## config.mk

```make
export PLATFORM = sky130hd
export DESIGN_NAME = rema_ctrl
export DESIGN_NICKNAME = d
export VERILOG_FILES = /design/src/hw/rtl/rema_pkg.sv /design/src/hw/rtl/rema_ctrl.sv
export SDC_FILE = /design/constraint.sdc
export NUM_CORES = 1
export LEC_CHECK = 0
export BUFFER_PORTS_ARGS = -buffer_cell sky130_fd_sc_hd__buf_2
export CORE_AREA = 2 2 39 41
export CTS_BUF_LIST = sky130_fd_sc_hd__clkbuf_16
export DETAILED_ROUTE_END_ITERATION = 7
export DIE_AREA = 0 0 41 43
export PLACE_DENSITY_LB_ADDON = 0.08
export SLEW_MARGIN = 20
export SYNTH_ARGS = -nofsm -noshare
export SYNTH_HDL_FRONTEND = slang
export SYNTH_SLANG_ARGS = --single-unit
```

## constraint.sdc

```tcl
create_clock -name clk -period 1.1 [get_ports clk]
set_input_delay 0.055 -clock clk [delete_from_list [all_inputs] [get_ports clk]]
set_output_delay 0.055 -clock clk [all_outputs]
set_load 0.03 [all_outputs]
```

## src/hw/rtl/rema_pkg.sv

```systemverilog
// Package for the Roberts edge magnitude and angle block.
// Holds the shared constants, the command and status structs and the
// arctangent threshold tables. Depends on nothing.
package rema_pkg;

	localparam int MAX_ROW_WIDTH_DEF = 512;
	localparam int CFG_W             = 10;
	localparam int PIX_W             = 8;
	localparam int MAG_W             = 8;
	localparam int ANG_W             = 7;
	localparam int COL_W             = 9;
	localparam int LEN_W             = 17;
	localparam int SQRT_BITS         = 10;
	localparam int NTHRESH           = 45;
	localparam int K_W               = 6;
	localparam int TRIG_W            = 31;

	localparam logic [CFG_W-1:0] ROW_WIDTH_RESET = 10'd512;
	localparam logic [ANG_W-1:0] ANGLE_RIGHT     = 7'd90;

	typedef struct packed {
		logic capture;
		logic load;
		logic start;
		logic job;
		logic step;
		logic finish;
		logic last;
	} cmd_t;

	typedef struct packed {
		logic has0;
		logic has1;
		logic iter_done;
	} sts_t;

	typedef logic [TRIG_W-1:0] trig_tab_t [NTHRESH];

	function automatic logic [63:0] qmul(logic [63:0] a, logic [63:0] b);
		return (a * b + 64'd536870912) >> 30;
	endfunction

	// cos and sin of (k + 0.5) degrees in Q30, built by repeated rotation.
	function automatic trig_tab_t build_tab(bit want_sin);
		trig_tab_t   tab;
		logic [63:0] h, h2, h3, h4, s, c, s1, c1, pc, ps, nc, ns;
		h  = (64'h3243F6A8885A308D / 64'd360 + 64'd536870912) >> 30;
		h2 = qmul(h, h);
		h3 = qmul(h2, h);
		h4 = qmul(h2, h2);
		s  = h - (h3 + 64'd3) / 64'd6;
		c  = 64'd1073741824 - (h2 + 64'd1) / 64'd2 + (h4 + 64'd12) / 64'd24;
		s1 = 64'd2 * qmul(s, c);
		c1 = 64'd1073741824 - 64'd2 * qmul(s, s);
		pc = c;
		ps = s;
		for (int k = 0; k < NTHRESH; k++) begin
			tab[k] = want_sin ? ps[TRIG_W-1:0] : pc[TRIG_W-1:0];
			nc = qmul(pc, c1) - qmul(ps, s1);
			ns = qmul(ps, c1) + qmul(pc, s1);
			pc = nc;
			ps = ns;
		end
		return tab;
	endfunction

	localparam trig_tab_t COS_Q30 = build_tab(1'b0);
	localparam trig_tab_t SIN_Q30 = build_tab(1'b1);

endpackage

```

## src/hw/rtl/rema_ctrl.sv

```systemverilog
// Controller state machine for the edge block.
// Sequences capture, window load, and up to two result jobs. Uses rema_pkg.
module rema_ctrl (
	input  logic              clk,
	input  logic              arst_n,
	input  logic              pix_valid,
	output logic              pix_ready,
	output logic              res_valid,
	input  logic              res_ready,
	input  rema_pkg::sts_t    sts,
	output rema_pkg::cmd_t    cmd
);

	localparam logic [2:0] S_IDLE  = 3'd0;
	localparam logic [2:0] S_LOAD  = 3'd1;
	localparam logic [2:0] S_START = 3'd2;
	localparam logic [2:0] S_ITER  = 3'd3;
	localparam logic [2:0] S_FIN   = 3'd4;
	localparam logic [2:0] S_OUT   = 3'd5;

	logic [2:0] state_q;
	logic       job_q;
	logic       has1_q;

	assign pix_ready = (state_q == S_IDLE);
	assign res_valid = (state_q == S_OUT);

	always_comb begin
		cmd.capture = (state_q == S_IDLE) && pix_valid;
		cmd.load    = (state_q == S_LOAD);
		cmd.start   = (state_q == S_START);
		cmd.job     = job_q;
		cmd.step    = (state_q == S_ITER);
		cmd.finish  = (state_q == S_FIN);
		cmd.last    = job_q || !has1_q;
	end

	always_ff @(posedge clk or negedge arst_n) begin
		if (!arst_n) begin
			state_q <= S_IDLE;
			job_q   <= 1'b0;
			has1_q  <= 1'b0;
		end else begin
			unique case (state_q)
				S_IDLE: begin
					if (pix_valid) state_q <= S_LOAD;
				end
				S_LOAD: begin
					has1_q <= sts.has1;
					job_q  <= !sts.has0;
					if (sts.has0 || sts.has1) state_q <= S_START;
					else state_q <= S_IDLE;
				end
				S_START: state_q <= S_ITER;
				S_ITER: begin
					if (sts.iter_done) state_q <= S_FIN;
				end
				S_FIN: state_q <= S_OUT;
				S_OUT: begin
					if (res_ready) begin
						if (!job_q && has1_q) begin
							job_q   <= 1'b1;
							state_q <= S_START;
						end else begin
							state_q <= S_IDLE;
						end
					end
				end
				default: state_q <= S_IDLE;
			endcase
		end
	end

endmodule

```

==> results of run 1 <==
==> power groups by stage <==
stage	sequential [mW]	clock, mW	combinational [mW]
after global placement	0.376	0	1.32
final	0.394	0.585	1.94
after floorplan	0.325	0	0.992
after detailed placement	0.379	0	1.33
after global routing	0.411	0.610	2.06
after CTS	0.388	0.588	1.76
==> routing by layer <==
layer  wire [um]  up-vias  track usage, %  share of wire (%)
li1            -      197               -                  -
met1         472      194            17.6                 39
met2         646       14            24.4                 54
met3          54        2            3.66                4.5
met4          22        0            12.0                1.8
met5           0        -               0                  0
==> final cells by class <==
class | instances | area [um2]
clock buffers | 3 | 75.1
fillers | 150 | 648
clock inverters | 1 | 3.75
flip-flops and latches | 5 | 126
well taps | 16 | 20.0
multi-input cells | 28 | 233
repair buffers | 31 | 268
inverters | 2 | 10.0
==> metrics by stage <==
| stage | utilization [%] | power, mW | setup WS, ps |
|---|---|---|---|
| after floorplan | - | 1.32 | -256 |
| after global placement | 36.2 | 1.70 | -102 |
| after detailed placement | 36.2 | 1.71 | -157 |
| after CTS | 50.7 | 2.74 | -184 |
| after global routing | 53.2 | 3.08 | -242 |
| final | 53.2 | 2.91 | -211 |
==> logic make-up after synthesis <==
group / synth area share, %
DFF: 35.8
AOI/OAI and AO/OA: 23.3
and+or+nand+nor: 26.5
muxes: 3.23
buffers and inverters: 11.1
==> cell usage after synthesis <==
cell type and instances:
sky130_fd_sc_hd__o22a_1 1, sky130_fd_sc_hd__o32a_1 1, sky130_fd_sc_hd__nor3_1 1, sky130_fd_sc_hd__mux2_2 1
sky130_fd_sc_hd__nand2_1 4, sky130_fd_sc_hd__buf_4 2, sky130_fd_sc_hd__dfrtp_1 5, sky130_fd_sc_hd__nor3b_1 1
sky130_fd_sc_hd__o22ai_1 1, sky130_fd_sc_hd__nor3_4 1, sky130_fd_sc_hd__inv_1 2, sky130_fd_sc_hd__a21oi_1 2
sky130_fd_sc_hd__buf_2 1, sky130_fd_sc_hd__nand2b_1 2, sky130_fd_sc_hd__o21ai_0 3, sky130_fd_sc_hd__a21boi_0 1
sky130_fd_sc_hd__a211o_1 1, sky130_fd_sc_hd__or2_1 1, sky130_fd_sc_hd__nor2b_1 1, sky130_fd_sc_hd__a22oi_1 1
sky130_fd_sc_hd__nor2_1 2, sky130_fd_sc_hd__and2_1 1, sky130_fd_sc_hd__a211oi_1 1, sky130_fd_sc_hd__buf_6 1
sky130_fd_sc_hd__and3b_2 1
==> timing repair <==
action | CTS | global route
setup buffers | 4 | 2
pin swaps | 4 | 4
gates resized for setup | 24 | 7
gates cloned | 0 | 0
endpoints found under the hold margin | 5 | 0
hold buffers | 1 | 0
setup endpoints to repair | 9 | 11
==> sequential cells by signal, indices dropped and copies added, names as in the netlist <==
signal   count
has1_q       1
state_q      3
job_q        1
==> worst max-delay path: cells and delay by family (launching register included) <==
kind	cells	cell delay, ps
buf+inv	2	260
flops	1	440
simple gates	2	330
==> worst min path at each step <==
stage / slack (ps) / end / startpoint
finish: 40 / job_q / sts[2]
global route: 50 / job_q / sts[2]
CTS: 40 / job_q / sts[2]
detailed placement: -120 / state_q[1] / arst_n
global placement: -120 / state_q[1] / arst_n
floorplan: -240 / has1_q / arst_n
==> metrics.md, run 1 <==
| Metric | Value |
|---|---|
| Synth-to-layout area growth | 111% |
| Crit share post-route | 119% |
| GRT Resource Usage Total | between 10% and 20% |
| Worst Setup Slack, final | -211 ps |
| Net switching power | approximately 1.1 mW |
| Final instance count without filler cells | 86 |
| Required @ worst endpoint | approximately 1000 ps |
| Number of remaining DRC errors | 0 |
| Outcome | complete, but fails checks |
| Time the worst path needs with I/O delays and setup | around 1300 ps |
| Width of the die | around 41 um |
| Leakage | 0.344 nW |
| Drt pass-1 iters | 2 |
| Number of distinct standard cells referenced by the synthesized netlist | 25 |
| Antenna violations before repair | 0 |
| HP Class | in2reg |
| Routed Wire Length | around 1.2 mm |
| Total half-perimeter wirelength after legalization and detailed placement | around 760 um |
| Warnings from Yosys | 0 |
| Placed standard-cell area | approximately 500 um2 |
| Flip-flop and latch count after synthesis | 5 |
| Routed wirelength normalized by instance count | about 14 um |
| Failing checks | negative setup slack |
| Hold Path Depth | 2 |
| Largest voltage drop on the vdd net | roughly 1800 uV |
| Antenna violation net count after detailed routing | 0 |
| I/O Buffers | 15 |
| Worst setup SP type | register |
| Clock Tree Root | sky130_fd_sc_hd__clkbuf_16 |
| Number of nets produced by synthesis | 46 |
| Initial standard-cell utilization of the core | 25.2% |
| GPL Wtd Cong | 0.708 |
| Power Internal | ~1.8 mW |
| RSZ-0062 raised after global routing | true |
| Fin Hold WS | 42.4 ps |
| Transition at the pin with the smallest max-transition slack | ~230 ps |
| Top cells by area, synth | sky130_fd_sc_hd__dfrtp_1 (36%), sky130_fd_sc_hd__nor3_4 (4.7%), sky130_fd_sc_hd__o21ai_0 (4.3%) |
| Fraction of power consumed by the clock network | between 20% and 30% |
| WP data arrival | around 1300 ps |
| Maximum fanout encountered on the critical timing path | 6 |
| Fin nets | between 70 and 80 |
| Worst-case register-to-register setup slack | -150 ps |
| Vert. Die Dim | between 40 and 50 um |
| Final count of hold timing violations | 0 |
| Placement Rows | 14 |
| Clock latency on the worst-skew pair | between 200 and 250 ps |
| Number of cells after detailed placement | 75 |
| Leading cell types in the layout, fill and taps excluded | sky130_fd_sc_hd__buf_6 (14), sky130_fd_sc_hd__buf_2 (8), sky130_fd_sc_hd__buf_4 (8), sky130_fd_sc_hd__nand2_1 (4), sky130_fd_sc_hd__dfrtp_1 (4) |
| Top-level port count | 16 |
| Post-route design area | 736 um2 |
| Kind of end point of the critical path | output port |
| Setup TNS | -1390 ps |
| Gate count after technology mapping | 39 |
| CTS tree | done |
| Reg2Reg Depth | 4 |
| Final count of pins violating max slew | 0 |
| Commonest non-fill, non-tap cell in the layout | sky130_fd_sc_hd__buf_6 |
| Max Buffers Root-to-Sink | 2 |
| Vias post-DR | 407 |
| Proportion of power drawn by flip-flops and latches | roughly 14% |
| First element of the critical path | state_q[0] |
| First-pass GRT wire length | ~1.8 mm |
| Cell mode on critical path | sky130_fd_sc_hd__buf_6 |
| Total power density per cell area | between 3000 and 4000 mW/mm2 |
| Setup CP Type | reg2out |
| Total standard cell area after synthesis | ~350 um2 |
| Beginning of the worst register-to-register path | state_q[0] |
| Critical Path Sink | cmd[6] |
| Number of H-tree levels | 1 |
| Clock-pin transition on the worst setup and hold timing paths | around 30 ps |
| Post-synth top area cell | sky130_fd_sc_hd__dfrtp_1 |
| Per-cell via count in the routed design | roughly 4.7 |
| Setup violations, final | 9 |
| Pin count of the biggest net entering global routing | 7 |
| Standard cell with the maximum stage delay on the critical path | sky130_fd_sc_hd__dfrtp_2 |
| Number of clock sinks seen by CTS | 5 |
| Power share of the combinational group | about two thirds |
| Proportion of layout cells with a drive suffix above 1 | between 60% and 70% |
| End of the worst register-to-register path | has1_q |
| Top-area cell type share of the netlist area | 35.8% |
| Share of the yosys chip area belonging to registers | roughly 36% |
| Die Area | roughly 0.0018 mm2 |
| Worst slew margin | a little over four fifths |
| Share of total power consumed by net switching | approximately two fifths |
| Overflow left after global routing | 0 |
| Core area | 0.00138 mm2 |
| TritonCTS Buffers | 3 |
| Synthesized area divided by synthesized cell count | ~9 um2 |
| DR iter-0 viols | 2 |
| Vias in the first global route | around 440 |
| Slowest stage delay, CP | between 400 and 500 ps |
| Cell-by-cell trace of the critical path | buf_6 -> nor3_4 -> and2_4 -> buf_6 |
| Ant diodes | 0 |
| Highest achievable clock rate | between 0.7 and 0.8 GHz |
| Count of maximum capacitance violations | 0 |
| Final worst clock skew | around 0.15 ps |
Note: power is estimated with default switching activity, not from simulation.
==> run 2, diff against run 1 <==
--- a/config.mk
+++ b/config.mk
@@ -10,6 +10,7 @@
 export CTS_BUF_LIST = sky130_fd_sc_hd__clkbuf_16
 export DETAILED_ROUTE_END_ITERATION = 7
 export DIE_AREA = 0 0 41 43
+export MAX_ROUTING_LAYER = met4
 export PLACE_DENSITY_LB_ADDON = 0.08
 export SLEW_MARGIN = 20
 export SYNTH_ARGS = -nofsm -noshare
==> run 2 against run 1 <==
Compared with the run above: the run still ends with negative setup slack left; clock-buffer cell count stayed put; register-to-register slack hardly changed; hold slack stayed put; routed wire length stayed put; final cell count stayed put.
==> metrics.md, run 2 (same netlist as run 1, synthesis figures left out) <==
| Metric | Value |
|---|---|
| Ant diodes | 0 (unchanged) |
| Time the worst path needs with I/O delays and setup | 1310 ps (-0.507 ps) |
| First-pass GRT wire length | 1.79 mm (unchanged) |
| Overflow left after global routing | 0 (unchanged) |
| Pin count of the biggest net entering global routing | 7 (unchanged) |
| I/O Buffers | 15 (unchanged) |
| Routed wirelength normalized by instance count | 13.9 um (unchanged) |
| Flip-flop count of the largest register, all copies and words added | 3 (unchanged) |
| Number of H-tree levels | 1 (unchanged) |
| Total half-perimeter wirelength after legalization and detailed placement | 760 um (unchanged) |
| Leakage | 0.344 nW (unchanged) |
| Drt pass-1 iters | 2 (unchanged) |
| RSZ-0062 raised after global routing | true |
| Post-route design area | 736 um2 (unchanged) |
| Placed standard-cell area | 500 um2 (unchanged) |
| Final count of hold timing violations | 0 (unchanged) |
| Reg2Reg Depth | 4 (unchanged) |
| CTS tree | done |
| Proportion of layout cells with a drive suffix above 1 | 64.3% (unchanged) |
| Highest achievable clock rate | 0.763 GHz (about the same) |
| Number of cells after detailed placement | 75 (unchanged) |
| Placement Rows | 14 (unchanged) |
| Count of maximum capacitance violations | 0 (unchanged) |
| Routed Wire Length | 1.20 mm (unchanged) |
| GPL Wtd Cong | 0.716 (+1.1%) |
| Top-level port count | 16 (unchanged) |
| Commonest non-fill, non-tap cell in the layout | sky130_fd_sc_hd__buf_6 |
| Vias post-DR | 407 (unchanged) |
| Core area | 0.00138 mm2 (unchanged) |
| Setup CP Type | reg2out |
| Fin nets | 78 (unchanged) |
| Final worst clock skew | 0.145 ps (unchanged) |
| Required @ worst endpoint | 1040 ps (about the same) |
| Max Buffers Root-to-Sink | 2 (unchanged) |
| Hold Path Depth | 2 (unchanged) |
| Worst setup SP type | register |
| Setup violations, final | 9 (unchanged) |
| Total power density per cell area | 3960 mW/mm2 (about the same) |
| Antenna violation net count after detailed routing | 0 (unchanged) |
| Maximum fanout encountered on the critical timing path | 6 (unchanged) |
| Largest Register | state_q |
| Initial standard-cell utilization of the core | 25.2% (unchanged) |
| HP Class | in2reg |
| Worst Setup Slack, final | -210 ps (+0.507 ps) |
| Vias in the first global route | 436 (unchanged) |
| Vert. Die Dim | 43 um (unchanged) |
| WP data arrival | 1260 ps (about the same) |
| Clock Tree Root | sky130_fd_sc_hd__clkbuf_16 |
| Largest voltage drop on the vdd net | 1820 uV (about the same) |
| Synth-to-layout area growth | 111% (unchanged) |
| GRT Resource Usage Total | 16.2% (+0.39 points) |
| Outcome | complete, but fails checks |
| Per-cell via count in the routed design | 4.73 (unchanged) |
| Clock latency on the worst-skew pair | 220 ps (about the same) |
| Die Area | 0.00176 mm2 (unchanged) |
| Kind of end point of the critical path | output port |
| Leading cell types in the layout, fill and taps excluded | sky130_fd_sc_hd__buf_6 (14), sky130_fd_sc_hd__buf_2 (8), sky130_fd_sc_hd__buf_4 (8), sky130_fd_sc_hd__nand2_1 (4), sky130_fd_sc_hd__dfrtp_1 (4) |
| Crit share post-route | 119% (about the same) |
| Fillers | 150 (unchanged) |
| DR iter-0 viols | 2 (unchanged) |
| Fin Hold WS | 42.4 ps (unchanged) |
| Transition at the pin with the smallest max-transition slack | 229 ps (unchanged) |
| Failing checks | negative setup slack |
| Clock-pin transition on the worst setup and hold timing paths | 30 ps (about the same) |
| Width of the die | 41 um (unchanged) |
| Worst slew margin | 84.7% (unchanged) |
| Final instance count without filler cells | 86 (unchanged) |
| Number of remaining DRC errors | 0 (unchanged) |
| TritonCTS Buffers | 3 (unchanged) |
| Regs by FF count | state_q: 3 flops, has1_q: 1 flops, job_q: 1 flops |
| Number of clock sinks seen by CTS | 5 (unchanged) |
| Final count of pins violating max slew | 0 (unchanged) |
| Antenna violations before repair | 0 (unchanged) |
-- run 2: layer usage --
layer | global-route usage, % | vias to the layer above | part of all wire, %
met2 | 24.4 | 14 | 54
met5 | - | - | 0
li1 | - | 197 | -
met1 | 18.0 | 194 | 40
met3 | 3.14 | 2 | 3.8
met4 | 12.0 | 0 | 1.8
-- run 2: path summary, 6_finish.rpt --
path                            start         end  slack [ps]
setup / recovery           state_q[0]      cmd[6]        -210
hold / removal                 sts[2]       job_q          40
setup reg to reg           state_q[0]      has1_q        -150
hold reg to reg                 job_q       job_q         540
max in group asynchronous      arst_n  state_q[0]         760
min in group asynchronous      arst_n  state_q[2]         190
-- run 2: final cells by class --
cell class	instances	area (um2)	share of cell area [%]
Clock buffer	3	75.1	10.2
Clock inverter	1	3.75	0.510
Inverter	2	10.0	1.36
Multi-Input combinational cell	28	233	31.6
Sequential cell	5	126	17.2
Tap cell	16	20.0	2.72
Timing Repair Buffer	31	268	36.4
-- run 2: stage by stage --
step | power (mW) | TNS [ps] | utilization [%] | worst slack (ps)
finish | 2.91 | -1390 | 53.2 | -210
global route | 3.07 | -1760 | 53.2 | -241
CTS | 2.74 | -1300 | 50.7 | -184
detailed placement | 1.71 | -342 | 36.2 | -157
global placement | 1.70 | -225 | 36.2 | -102
floorplan | 1.32 | -1010 | - | -256
-- run 2: critical path, stage by stage, from the launching register on --
cell and delay (ps):
sky130_fd_sc_hd__dfrtp_2 440, sky130_fd_sc_hd__buf_6 140, sky130_fd_sc_hd__nor3_4 170, sky130_fd_sc_hd__and2_4 160, sky130_fd_sc_hd__buf_6 120
-- run 2: timing repair --
item | in CTS | in global routing
setup endpoints to repair | 9 | 11
pin swaps | 4 | 4
hold endpoints to repair | 5 | 0
setup buffers | 4 | 2
gates resized for setup | 24 | 7
hold buffers | 1 | 0
-- run 2: power by group --
part | switching [mW] | internal [mW]
logic | 0.921 | 1.01
registers | 0.109 | 0.285
clock network | 0.114 | 0.470
total | 1.14 | 1.77
==> run 3, diff against run 2 <==
--- a/config.mk
+++ b/config.mk
@@ -16,3 +16,4 @@
 export SYNTH_ARGS = -nofsm -noshare
 export SYNTH_HDL_FRONTEND = slang
 export SYNTH_SLANG_ARGS = --single-unit
+export TNS_END_PERCENT = 10
==> constraint.sdc (replaced) <==
create_clock -name clk -period 1.4 [get_ports clk]
set_input_delay 0.07 -clock clk [delete_from_list [all_inputs] [get_ports clk]]
set_output_delay 0.07 -clock clk [all_outputs]
set_load 0.03 [all_outputs]
==> run 3 against run 2 <==
Compared with the run above: non-clock buffer count down 9; via count down 10%; the run now ends clean; final cell count down 10%; sequential share of layout area up 5.0 points.
==> metrics.md, run 3 (same netlist as run 1, synthesis figures left out) <==
| Metric | Value |
|---|---|
| Synth-to-layout area growth | 64.9% |
| Total power density per cell area | 3030 mW/mm2 (-23%) |
| HP Class | in2reg |
| Family with the most delay on the worst path | flip-flops |
| Worst Setup Slack, final | 68.9 ps (+279 ps) |
| Placement Rows | 14 (unchanged) |
| Regs by FF count | state_q: 3 flops, has1_q: 1 flops, job_q: 1 flops |
| Max Buffers Root-to-Sink | 2 (unchanged) |
| Routed Wire Length | 915 um (-23%) |
| Number of clock sinks seen by CTS | 5 (unchanged) |
| Vias in the first global route | 356 (-18%) |
| Setup violations, final | 0 (-9) |
| WP data arrival | 1260 ps (about the same) |
| Final instance count without filler cells | 77 (-10%) |
| Number of remaining DRC errors | 0 (unchanged) |
| Time the worst path needs with I/O delays and setup | between 1000 and 1500 ps |
| Width of the die | 41 um (unchanged) |
| Standard cell with the maximum stage delay on the critical path | sky130_fd_sc_hd__dfrtp_2 |
| Outcome | finished clean |
| Kind of end point of the critical path | output port |
| Final count of hold timing violations | 0 (unchanged) |
| Required @ worst endpoint | 1330 ps (+290 ps) |
| Largest Register | state_q |
| Maximum fanout encountered on the critical timing path | 7 (+1) |
| Routed wirelength normalized by instance count | 11.9 um (-14%) |
| Vias post-DR | 366 (-10%) |
| Crit share post-route | a little over nine tenths |
| Overflow left after global routing | 0 (unchanged) |
| Clock Tree Root | sky130_fd_sc_hd__clkbuf_16 |
| TritonCTS Buffers | 3 (unchanged) |
| Flip-flop count of the largest register, all copies and words added | 3 (unchanged) |
| GPL Wtd Cong | 0.705 (-1.6%) |
| Transition at the pin with the smallest max-transition slack | 217 ps (-11.7 ps) |
| Highest achievable clock rate | roughly 0.75 GHz |
| Fin nets | 69 (-12%) |
| Top-level port count | 16 (unchanged) |
| Per-cell via count in the routed design | 4.75 (+0.44%) |
| Setup TNS | 0 ps (+1390 ps) |
| Total half-perimeter wirelength after legalization and detailed placement | 716 um (-5.8%) |
| Number of H-tree levels | 1 (unchanged) |
| RSZ-0062 raised after global routing | false |
| Pin count of the biggest net entering global routing | 8 (+1) |
| I/O Buffers | 15 (unchanged) |
| Total power draw | 1.74 mW (-40%) |
| Largest voltage drop on the vdd net | 961 uV (-47%) |
| Core area | 0.00138 mm2 (unchanged) |
| Cell mode on critical path | sky130_fd_sc_hd__buf_6 |
| Post-route design area | 576 um2 (-22%) |
| Count of maximum capacitance violations | 0 (unchanged) |
| Clock-pin transition on the worst setup and hold timing paths | 30 ps (about the same) |
| First-pass GRT wire length | 1.64 mm (-8.9%) |
| Clock latency on the worst-skew pair | 230 ps (about the same) |
| Initial standard-cell utilization of the core | 25.2% (unchanged) |
| GRT Resource Usage Total | 15.2% (-0.99 points) |
| Drt pass-1 iters | 4 (+2) |
| Placed standard-cell area | 462 um2 (-7.7%) |
| CTS tree | done |
| Worst setup SP type | register |
| Cell-by-cell trace of the critical path | buf_6 -> nor3_4 -> and2_4 -> buf_6 |
| Final worst clock skew | 1.44 ps (+1.30 ps) |
| Leading cell types in the layout, fill and taps excluded | sky130_fd_sc_hd__buf_2 (13), sky130_fd_sc_hd__buf_4 (5), sky130_fd_sc_hd__nand2_1 (4) |
| Final count of pins violating max slew | 0 (unchanged) |
| Ant diodes | 0 (unchanged) |
| Vert. Die Dim | 43 um (unchanged) |
| Antenna violations before repair | 0 (unchanged) |
| Commonest non-fill, non-tap cell in the layout | sky130_fd_sc_hd__buf_2 |
| Fin Hold WS | 55.4 ps (+13.0 ps) |
| Number of cells after detailed placement | 71 (-5.3%) |
| DR iter-0 viols | 5 (+3) |
| Worst slew margin | 85.5% (+0.87 points) |
| Setup CP Type | reg2out |
| Worst setup timing slack at the placement stage | 132 ps (+288 ps) |
| Final core utilization | 41.6% (-12 points) |
| Count of buffering cells on the critical path with inverters included | 2 (unchanged) |
| Die Area | 0.00176 mm2 (unchanged) |
| Slowest stage delay, CP | 440 ps (about the same) |
| Leakage | 0.276 nW (-20%) |
| Proportion of layout cells with a drive suffix above 1 | 50.8% (-13 points) |
| Antenna violation net count after detailed routing | 0 (unchanged) |
==> run 3: cell types whose count changed in the layout (fill, tap and decap cells not counted), moves of 2 or more <==
cell,delta
sky130_fd_sc_hd__buf_6,-12
sky130_fd_sc_hd__buf_4,-3
sky130_fd_sc_hd__nor2_1,+2
sky130_fd_sc_hd__buf_2,+5
sky130_fd_sc_hd__nor2_4,-2
sky130_fd_sc_hd__nand2b_1,+2
==> run 3: where the power goes <==
| group | switching, mW | total, mW | internal (mW) | leakage, nW |
|---|---|---|---|---|
| registers | 0.0941 | 0.321 | 0.227 | 0.0575 |
| clock network | 0.0943 | 0.464 | 0.370 | 0.0423 |
| logic | 0.537 | 0.960 | 0.423 | 0.176 |
==> run 3: final timing paths <==
kind                            startpoint          to  slack, ps  cells past startpoint
worst min register to register      has1_q      has1_q        540                      1
min in group asynchronous           arst_n  state_q[1]        200                      2
worst min-delay path                sts[2]       job_q         60                      2
max in group asynchronous           arst_n  state_q[2]       1050                      2
worst max register to register  state_q[2]      has1_q        130                      3
worst max-delay path            state_q[2]      cmd[6]         70                      4
==> run 3: cell type report <==
type | instances | area [um2]
fillers | 161 | 808
clock inverters | 1 | 3.75
flip-flops and latches | 5 | 128
clock buffers | 3 | 75.1
inverters | 2 | 7.51
well taps | 16 | 20.0
repair buffers | 22 | 143
multi-input cells | 28 | 199
==> run 3: routing by layer <==
metal  vias to the layer above  routed length [um]  global-route usage [%]
met1                       166                 371                    17.8
met3                         4                  54                    4.71
met2                        15                 443                    18.8
met5                         -                   0                       -
met4                         0                  45                    16.0
li1                        181                   -                       -
==> run 3: timing repair <==
action                                  CTS  global route
pin swaps                                 0             1
resized for setup                         2             5
hold endpoints to repair                  5             0
buffers inserted                          0             1
hold buffers                              1             0
endpoints found under the setup margin    1             2
==> run 3: worst reg2reg max path: stages, from the launching register on <==
cell	delay [ps]
sky130_fd_sc_hd__dfrtp_2	440
sky130_fd_sc_hd__buf_4	160
sky130_fd_sc_hd__nor3_4	210
sky130_fd_sc_hd__mux2_2	350
